## config.mk

```make
export PLATFORM = sky130hd
export DESIGN_NAME = sts_engine_flat
export DESIGN_NICKNAME = d
export VERILOG_FILES = /design/src/hw/rtl/sts_pkg.sv /design/src/hw/rtl/sts_cmd_if.sv /design/src/hw/rtl/sts_engine.sv /design/src/flat_wrapper.sv
export SDC_FILE = /design/constraint.sdc
export NUM_CORES = 1
export LEC_CHECK = 0
export ABC_CLOCK_PERIOD_IN_PS = 6000
export BUFFER_PORTS_ARGS = -buffer_cell sky130_fd_sc_hd__buf_2
export CORE_MARGIN = 1.5
export CORE_UTILIZATION = 30
export CTS_CLUSTER_SIZE = 24
export DETAILED_ROUTE_END_ITERATION = 10
export PLACE_DENSITY = 0.57
export SLEW_MARGIN = 20
export SYNTH_ARGS = -nofsm -noshare
export SYNTH_HDL_FRONTEND = slang
export SYNTH_SLANG_ARGS = --single-unit
```

## constraint.sdc

```tcl
create_clock -name clk -period 6 [get_ports clk]
set_input_delay 0.9 -clock clk [delete_from_list [all_inputs] [get_ports clk]]
set_output_delay 0.9 -clock clk [all_outputs]
set_load 0.02 [all_outputs]
```

## src/hw/rtl/sts_pkg.sv

```systemverilog
`timescale 1ns / 1ps
`default_nettype none

package sts_pkg;

    // Table geometry
    localparam int TABLE_DEPTH = 1024;
    localparam int ADDR_W      = $clog2(TABLE_DEPTH);
    localparam int COUNT_W     = $clog2(TABLE_DEPTH + 1);

    // Fixed field widths
    localparam int DATA_W  = 32;
    localparam int INDEX_W = 10;
    localparam int PROBE_W = 4;

    localparam logic [PROBE_W-1:0] PROBE_MAX = '1;

    // Command codes
    typedef enum logic [1:0] {
        CMD_CLEAR  = 2'd0,
        CMD_APPEND = 2'd1,
        CMD_SEARCH = 2'd2
    } cmd_t;

    // One search result
    typedef struct packed {
        logic               found;
        logic [INDEX_W-1:0] match_index;
        logic [PROBE_W-1:0] probe_count;
    } result_t;

endpackage

`default_nettype wire

```

## src/hw/rtl/sts_cmd_if.sv

```systemverilog
`timescale 1ns / 1ps
`default_nettype none

interface sts_cmd_if
    import sts_pkg::*;
();

    logic                     valid;
    logic                     ready;
    logic [1:0]               command;
    logic signed [DATA_W-1:0] item_value;

    modport source (output valid, output command, output item_value, input ready);
    modport sink (input valid, input command, input item_value, output ready);

endinterface

`default_nettype wire

```

## src/hw/rtl/sts_engine.sv

```systemverilog
`timescale 1ns / 1ps
`default_nettype none

// Command sequencer: table loading and the probe loop of a search
module sts_engine
    import sts_pkg::*;
(
    input  wire logic              clk,
    input  wire logic              rst_n,
    sts_cmd_if.sink                cmd,
    output logic                   ram_we,
    output logic [ADDR_W-1:0]      ram_waddr,
    output logic [DATA_W-1:0]      ram_wdata,
    output logic [ADDR_W-1:0]      ram_raddr,
    input  wire logic [DATA_W-1:0] ram_rdata,
    output logic                   res_valid,
    input  wire logic              res_take,
    output result_t                result
);

    typedef enum logic [1:0] {
        ST_IDLE,
        ST_PROBE,
        ST_FINISH
    } state_t;

    state_t               state_reg, state_next;
    logic [COUNT_W-1:0]   count_reg, count_next;
    logic [COUNT_W-1:0]   lo_reg, lo_next;
    logic [COUNT_W-1:0]   hi_reg, hi_next;     // exclusive upper bound
    logic [COUNT_W-1:0]   mid_reg, mid_next;
    logic [PROBE_W-1:0]   probe_reg, probe_next;
    logic signed [DATA_W-1:0] key_reg, key_next;
    result_t              result_reg, result_next;

    logic signed [DATA_W-1:0] entry;
    logic [PROBE_W-1:0]   probe_inc;
    logic [PROBE_W-1:0]   probe_miss;
    logic [COUNT_W:0]     mid_sum;

    // Saturating probe counters
    assign entry      = $signed(ram_rdata);
    assign probe_inc  = (probe_reg == PROBE_MAX) ? probe_reg : probe_reg + PROBE_W'(1);
    assign probe_miss = (probe_inc == PROBE_MAX) ? probe_inc : probe_inc + PROBE_W'(1);

    // Next state, bounds and memory access
    always_comb
    begin
        state_next  = state_reg;
        count_next  = count_reg;
        lo_next     = lo_reg;
        hi_next     = hi_reg;
        probe_next  = probe_reg;
        key_next    = key_reg;
        result_next = result_reg;
        ram_we      = 1'b0;
        ram_waddr   = count_reg[ADDR_W-1:0];
        ram_wdata   = cmd.item_value;

        case (state_reg)
            ST_IDLE:
            begin
                if (cmd.valid)
                begin
                    case (cmd.command)
                        CMD_CLEAR:
                        begin
                            count_next = '0;
                        end
                        CMD_APPEND:
                        begin
                            if (count_reg < COUNT_W'(TABLE_DEPTH))
                            begin
                                ram_we     = 1'b1;
                                count_next = count_reg + COUNT_W'(1);
                            end
                        end
                        CMD_SEARCH:
                        begin
                            key_next   = cmd.item_value;
                            lo_next    = '0;
                            hi_next    = count_reg;
                            probe_next = '0;
                            if (count_reg == '0)
                            begin
                                // empty table: one step, miss
                                result_next.found       = 1'b0;
                                result_next.match_index = '0;
                                result_next.probe_count = PROBE_W'(1);
                                state_next              = ST_FINISH;
                            end
                            else
                            begin
                                state_next = ST_PROBE;
                            end
                        end
                        default:
                        begin
                        end
                    endcase
                end
            end
            ST_PROBE:
            begin
                probe_next = probe_inc;
                if (entry == key_reg)
                begin
                    result_next.found       = 1'b1;
                    result_next.match_index = INDEX_W'(mid_reg);
                    result_next.probe_count = probe_inc;
                    state_next              = ST_FINISH;
                end
                else
                begin
                    if (entry > key_reg)
                    begin
                        hi_next = mid_reg;
                    end
                    else
                    begin
                        lo_next = mid_reg + COUNT_W'(1);
                    end
                    // bounds crossed: miss with one extra step
                    if (lo_next >= hi_next)
                    begin
                        result_next.found       = 1'b0;
                        result_next.match_index = '0;
                        result_next.probe_count = probe_miss;
                        state_next              = ST_FINISH;
                    end
                end
            end
            ST_FINISH:
            begin
                if (res_take)
                begin
                    state_next = ST_IDLE;
                end
            end
            default:
            begin
                state_next = ST_IDLE;
            end
        endcase

        // Midpoint of the next bounds, issued to the memory at once
        mid_sum   = {1'b0, lo_next} + {1'b0, hi_next} - (COUNT_W + 1)'(1);
        mid_next  = mid_sum[COUNT_W:1];
        ram_raddr = mid_next[ADDR_W-1:0];
    end

    // State and registered outputs
    always_ff @(posedge clk or negedge rst_n)
    begin
        if (!rst_n)
        begin
            state_reg <= ST_IDLE;
            count_reg <= '0;
        end
        else
        begin
            state_reg <= state_next;
            count_reg <= count_next;
        end
    end

    always_ff @(posedge clk)
    begin
        lo_reg     <= lo_next;
        hi_reg     <= hi_next;
        mid_reg    <= mid_next;
        probe_reg  <= probe_next;
        key_reg    <= key_next;
        result_reg <= result_next;
    end

    assign cmd.ready = (state_reg == ST_IDLE);
    assign res_valid = (state_reg == ST_FINISH);
    assign result    = result_reg;

endmodule

`default_nettype wire

```

## src/flat_wrapper.sv

```systemverilog
// flat-port wrapper written by rule: the top's interface ports become plain ports
module sts_engine_flat import sts_pkg::*;
  (clk, rst_n, ram_we, ram_waddr, ram_wdata, ram_raddr, ram_rdata, res_valid, res_take, result, cmd_valid, cmd_command, cmd_item_value, cmd_ready);
  sts_cmd_if cmd_i ();
  input  wire logic clk;
  input  wire logic rst_n;
  output logic ram_we;
  output logic [ADDR_W-1:0] ram_waddr;
  output logic [DATA_W-1:0] ram_wdata;
  output logic [ADDR_W-1:0] ram_raddr;
  input  wire logic [DATA_W-1:0] ram_rdata;
  output logic res_valid;
  input  wire logic res_take;
  output result_t result;
  input wire logic [$bits(cmd_i.valid)-1:0] cmd_valid;
  input wire logic [$bits(cmd_i.command)-1:0] cmd_command;
  input wire logic [$bits(cmd_i.item_value)-1:0] cmd_item_value;
  output wire logic [$bits(cmd_i.ready)-1:0] cmd_ready;
  assign cmd_i.valid = cmd_valid;
  assign cmd_i.command = cmd_command;
  assign cmd_i.item_value = cmd_item_value;
  assign cmd_ready = cmd_i.ready;
  sts_engine u_core (.clk(clk), .rst_n(rst_n), .cmd(cmd_i), .ram_we(ram_we), .ram_waddr(ram_waddr), .ram_wdata(ram_wdata), .ram_raddr(ram_raddr), .ram_rdata(ram_rdata), .res_valid(res_valid), .res_take(res_take), .result(result));
endmodule
```

# Word level (Yosys, flattened, before mapping)
# Index checks and enable logic that the tools add are counted.
totals:
  elab_cells: 80
  in_bits: 70
  register_bits: 97
  out_inout_bits: 70
op_classes:
  eq_ne: 13
  add_sub_neg: 6
  mux: 38
  reduce_logical: 10
  n_lt_le_gt_ge: 3
ops:
  columns: ["operator", "n"]
  rows:
  - ["two-way mux 11 bit", 13]
  - ["two-way mux 15 bit", 5]
  - ["one-hot mux 11 bit (2 select lines)", 3]
  - ["equality test 32 bit", 1]
  - ["> comparator 32 bit", 1]
  - ["one-hot mux 15 bit (2 select lines)", 1]
  - ["adder 11 x 1 -> 11 bit, second input constant", 2]
  - ["two-way mux 4 bit", 4]
  - ["adder 11 x 11 -> 12 bit", 1]
  - ["two-way mux 2 bit", 6]
  - ["subtractor 12 x 1 -> 12 bit, second input constant", 1]
  - ["greater-or-equal comparator 11 bit", 1]
  - ["zero test 11 bit", 1]
  - ["< comparator 11 bit, second input constant", 1]
  - ["adder 4 x 1 -> 4 bit, second input constant", 2]
  - ["equality test 4 bit, second input constant", 2]
  - ["!= test 2 x 1 -> 1 bit, second input constant", 4]
  - ["one-hot mux 4 bit (2 select lines)", 1]
  - ["AND reduction 4 bit", 2]
  - ["one-hot mux 2 bit (3 select lines)", 1]
  - ["AND reduction 3 bit", 2]
  - ["AND reduction 5 bit", 1]
  - ["equality test 2 x 1 -> 1 bit, second input constant", 2]
  - ["equality test 2 bit, second input constant", 2]
  - ["5 further kinds", 10]

# Logic depth before layout (Yosys ltp)
logic_depth:
  depth_word: 8
  mapped_depth: 24
  depth_no_buf: 21

# Worst setup path after synthesis
# No wires, ideal clock.
synth_path:
  kind: "input -> output"
  start: "in ram_rdata[31]"
  end: "out ram_raddr[9]"
  t_arrival_ps: 5181
  path_buffers: 3
  cell_stages: 19
  setup_slack_ps: -81
  t_required_ps: 5100
  cell_sequence: "ha_1 > nand4_2 > or4_4 > or4_4 > buf_6 > nand2_2 > nor2_1 > buf_2 > mux2_2 > ha_1 > inv_1 > ha_1 > a21o_1 > a21oi_1 > o21ai_0 > a21oi_1 > o21ai_0 > o311ai_0 > buf_4"
synth_between:
  elab_chain_len: 8
  elab_cells_between_ends: 14
  classes_between: "add/sub (2); order compare (1); eq/ne (1); mux (10)"
synth_rtl:
  columns: ["element", "line", "text"]
  rows:
  - ["from (decl)", "flat_wrapper.sv:11", "input wire logic [DATA_W-1:0] ram_rdata;"]
  - ["> comparator 32 bit", "sts_engine.sv:115", "if (entry > key_reg)"]
  - ["two-way mux 11 bit", "sts_engine.sv:115", null]
  - ["two-way mux 11 bit", "sts_engine.sv:106", "if (entry == key_reg)"]
  - ["two-way mux 11 bit", "sts_engine.sv:60", "case (state_reg)"]
  - ["two-way mux 11 bit", "sts_engine.sv:106", null]
  - ["one-hot mux 11 bit (2 select lines)", "sts_engine.sv:60", null]
  - ["adder 11 x 11 -> 12 bit *", "sts_engine.sv:147", "mid_sum = {1'b0, lo_next} + {1'b0, hi_next} - (COUNT_W + 1)'(1);"]
  - ["subtractor 12 x 1 -> 12 bit *", "sts_engine.sv:147", null]
  - ["to (decl)", "flat_wrapper.sv:10", "output logic [ADDR_W-1:0] ram_raddr;"]
# Mark *: on every way between the ends. The rest lies on a longest branch, timed or not. The select of a mux whose other input is x is not followed.

# Worst setup path in the final report
layout_path:
  start: "in ram_rdata[19]"
  end: "out ram_raddr[8]"
# Same word-level chain as after synthesis.

==> results by group <==
Global routing
  • Initial antenna violation count: 0
  • GRT overflow: 0
  • Met1 Use GR: 0.1865
  • Total Routing Usage GR: 0.1459
  • Busiest layer in global routing: met2
  • Met3 track demand over resource: 0.02355
  • Vias in the first global route: 4849
  • Pin count of the biggest net entering global routing: 33
  • Met2 Track Usage GR: 0.2430
  • First-pass GRT wire length: 25050 microns

Yosys
  • Adder-Cell Fraction of Synth Area: 0.1385
  • Syn Area/Cell: 10.07 sq um
  • Post-synthesis compound-gate area fraction: 0.1197
  • EDFF count, synth: 51
  • Gate Count Post-Synth: 633
  • Multiplexer share of the synthesized area: 0.05964
  • FFs w/ async S/R, synth: 0.1340
  • Post-synthesis register bit count: 97
  • Post-synthesis simple-gate area fraction: 0.1358
  • YS warnings: 0
  • Most used flip-flop cell after synthesis: edfxtp_1
  • Synthesized area: 0.006377 sq mm
  • Post-synthesis sequential area ratio: 0.3947
  • Yosys cell types: 63
  • Post-Synth XOR/XNOR Area: 0.03296
  • Syn Nets: 773
  • Largest family of logic cells by synthesized area: adder cells

Power
  • Power Total: 4.721 mW
  • Pwr dens: 587.1 mW/mm^2
  • NetSw: 2.114 mW
  • Int Pwr: 2.606 mW
  • P_leak: 3.709 nW
  • Reg power frac: 0.229
  • Combinational cell fraction of total power: 0.649
  • VDD IR max: 0.2295 mV
  • Clk network pwr share: 0.122
  • Sw Ratio: 0.4479

Place
  • Gpl congestion: 0.8057
  • DP Area: 0.007352 sq mm
  • Hpwl dp: 12200 microns
  • DP Cell Count: 1030
  • IO Port Bufs: 139

Clock tree
  • CTS H-tree depth: 3
  • Clk slew on worst S/H paths: 70 ps
  • Clk Latency, worst-skew pair: 350 ps
  • TritonCTS clock tree: yes
  • CTS buffer count: 9
  • Root buf cell: clkbuf_16
  • CTS sink count: 97
  • Maximum clock path buffer count: 2
  • Hold-fix buffers, CTS: 0

Layout
  • Area grow syn2layout: 26.09%
  • Diodes inserted: 0
  • Layout cells sized above 1: 0.3667
  • Non-filler cells in the finished layout: 1055
  • Final instance area: 0.008041 sq mm
  • Fin util: 0.3837
  • Largest register FFs: 32
  • Final #Nets: 915

Floorplan
  • Core ar.: 0.02096 sq mm
  • Die area: 0.02214 sq mm
  • Die boundary width: 148.8 microns
  • Cell row count: 53
  • Initial core utilization: 0.3043
  • I/O pin total: 140
  • Die H: 148.8 microns

Timing
  • Fin. Hold Viols: 0
  • Fmax: 170.1 MHz
  • Clk_skew: 10.39 ps
  • Slew HR: 0.5852
  • Final count of negative-setup-slack endpoints: 0
  • Min cycle time layout: 5880 ps
  • RSZ-0062 raised after global routing: yes
  • Final worst path period share: 0.9800
  • Worst-margin pin slew: 616.5 ps
  • Slew Limit Fails: 0
  • Setup TNS: 0 ps

Drt
  • Post-Route WL: 15820 microns
  • Routed wire per std cell: 14.99 microns
  • DR pass1 iterations: 4
  • DR DRC count: 0
  • Vias: 4909
  • Vias per cell: 4.653
  • Drt initial violations: 243
  • Antenna-violating nets left: 0

Hold path
  • Hold Crit Class: in -> async

Setup path
  • Critical Path Fanout Max: 5
  • Critical-path cell list: buf_2, ha_4, nand4_1, or4_4, or4_4, nor2_8, a311o_4, nor2_4, o221ai_2, ha_1, inv_1, ha_2, inv_1, fa_2, nor2b_2, o21ai_2, a21boi_2, o21ai_2, a21oi_2, nor2_2, xnor2_2, buf_4
  • Worst Path Required: 5100 ps
  • Startpoint Class: primary input
  • Slowest-stage cell, CP: or4_4
  • WP data arrival: 4980 ps
  • Critical path endpoint category: output port
  • Setup CP Type: in -> out
  • Largest stage delay, worst path: 580 ps

Job
  • Max-cap viol count: 0

Run status
  • Status: finished, final reports clean
==> worst max-delay path, delay by kind of cell <==
family                     cells  cell delay, ps
xor gates and xnor gates       1             130
adders and majority gates      4            1010
buffers and inverters          4             390
AOI/OAI and AO/OA              6             870
and+or+nand+nor                7            1650
==> cell usage after synthesis (12+ instances only) <==
| library cell | count | area, sq um |
|---|---|---|
| a21oi_1 | 28 | 140.1 |
| and2_1 | 15 | 93.84 |
| buf_4 | 52 | 390.4 |
| dfrtp_1 | 13 | 325.3 |
| dfxtp_1 | 33 | 660.6 |
| edfxtp_1 | 51 | 1531 |
| ha_1 | 69 | 863.3 |
| inv_1 | 75 | 281.5 |
| mux2_2 | 14 | 157.7 |
| mux2i_1 | 20 | 200.2 |
| nand2_1 | 36 | 135.1 |
| nand3_1 | 12 | 60.06 |
| nor2_1 | 31 | 116.4 |
| o21ai_0 | 13 | 65.06 |
| xnor2_1 | 14 | 122.6 |
==> layer usage <==
layer / vias up / part of all wire
met1: 2312 / 0.46
met2: 86 / 0.48
met3: 24 / 0.033
met4: 0 / 0.025
met5: - / 0
li1: 2487 / -
==> cell type report <==
type	instances	area, sq um
tap	275	344.1
clock buffer	12	259.0
sequential	97	2517
clock inverter	4	35.03
timing repair buffer	199	1175
inverter	75	281.5
fill	2068	12910
multi-input combinational	393	3430
==> power by group through the flow <==
stage          Sequential [mW]  Combinational, mW  Clock (mW)
2_1_floorplan             1.04               2.17           0
3_3_place_gp              1.09               2.68           0
3_5_place_dp              1.09               2.68           0
4_1_cts                   1.08               2.87       0.598
5_1_grt                   1.11               3.42       0.622
6_report                  1.08               3.06       0.577
==> cell usage in the layout (no fill, tap or decap), drive strengths merged, types with 4 or more instances in the layout <==
cell    synthesis  routed
mux2i          20      20
buf            62     199
ha             69      69
a32oi           5       5
a21oi          28      28
dfxtp          33      33
nor2b           8       8
mux2           16      16
inv            75      77
nor3            9       9
nand2b          5       5
o21ai          13      13
a21o            4       4
a32o            5       5
nor2           33      33
o221ai         10      10
nand4          11      11
and2           15      15
o221a          10      10
nand2          37      37
xnor2          14      14
clkbuf          6      12
nand3          12      12
xor2           10      10
dfrtp          13      13
and3            7       7
edfxtp         51      51
or2             7       7
o21a            4       4
==> timing repair <==
action | 4_1_cts | 5_1_grt
gates resized for setup | 19 | 38
setup endpoints to repair | 4 | 5
buffers inserted | 2 | 7
pin swaps | 14 | 28
==> metrics by stage <==
step	setup WS (ps)	hold WS [ps]
final	120.1	432.8
after global routing	-104.0	434.7
after global placement	-228.4	477.7
after floorplan	23.80	450.7
after detailed placement	-311.0	480.7
after CTS	-56.37	428.5
==> cell families (layout without fill, tap and decap cells) <==
group | count (synthesis) | in the layout
simple gates | 161 | 161
buf+inv | 143 | 290
compound gates | 102 | 102
flops | 97 | 97
fa+ha+maj | 70 | 70
mux | 36 | 36
xor+xnor | 24 | 24
==> final timing paths <==
path	from	endpoint	slack (ps)	depth (start not counted)
worst max-delay path	ram_rdata[19]	ram_raddr[8]	120	22
worst min-delay path	rst_n	u_core.count_reg[8]$_DFFE_PN0P_	430	1
max in group asynchronous	rst_n	u_core.count_reg[2]$_DFFE_PN0P_	5320	1
min in group clk	u_core.lo_reg[0]$_DFF_P_	u_core.lo_reg[0]$_DFF_P_	510	2
worst max register to register	u_core.key_reg[20]$_DFFE_PP_	u_core.result[2]$_SDFFCE_PN0P_	1120	21
worst min register to register	u_core.lo_reg[0]$_DFF_P_	u_core.lo_reg[0]$_DFF_P_	510	2
Power figures use the tool's default switching activity.
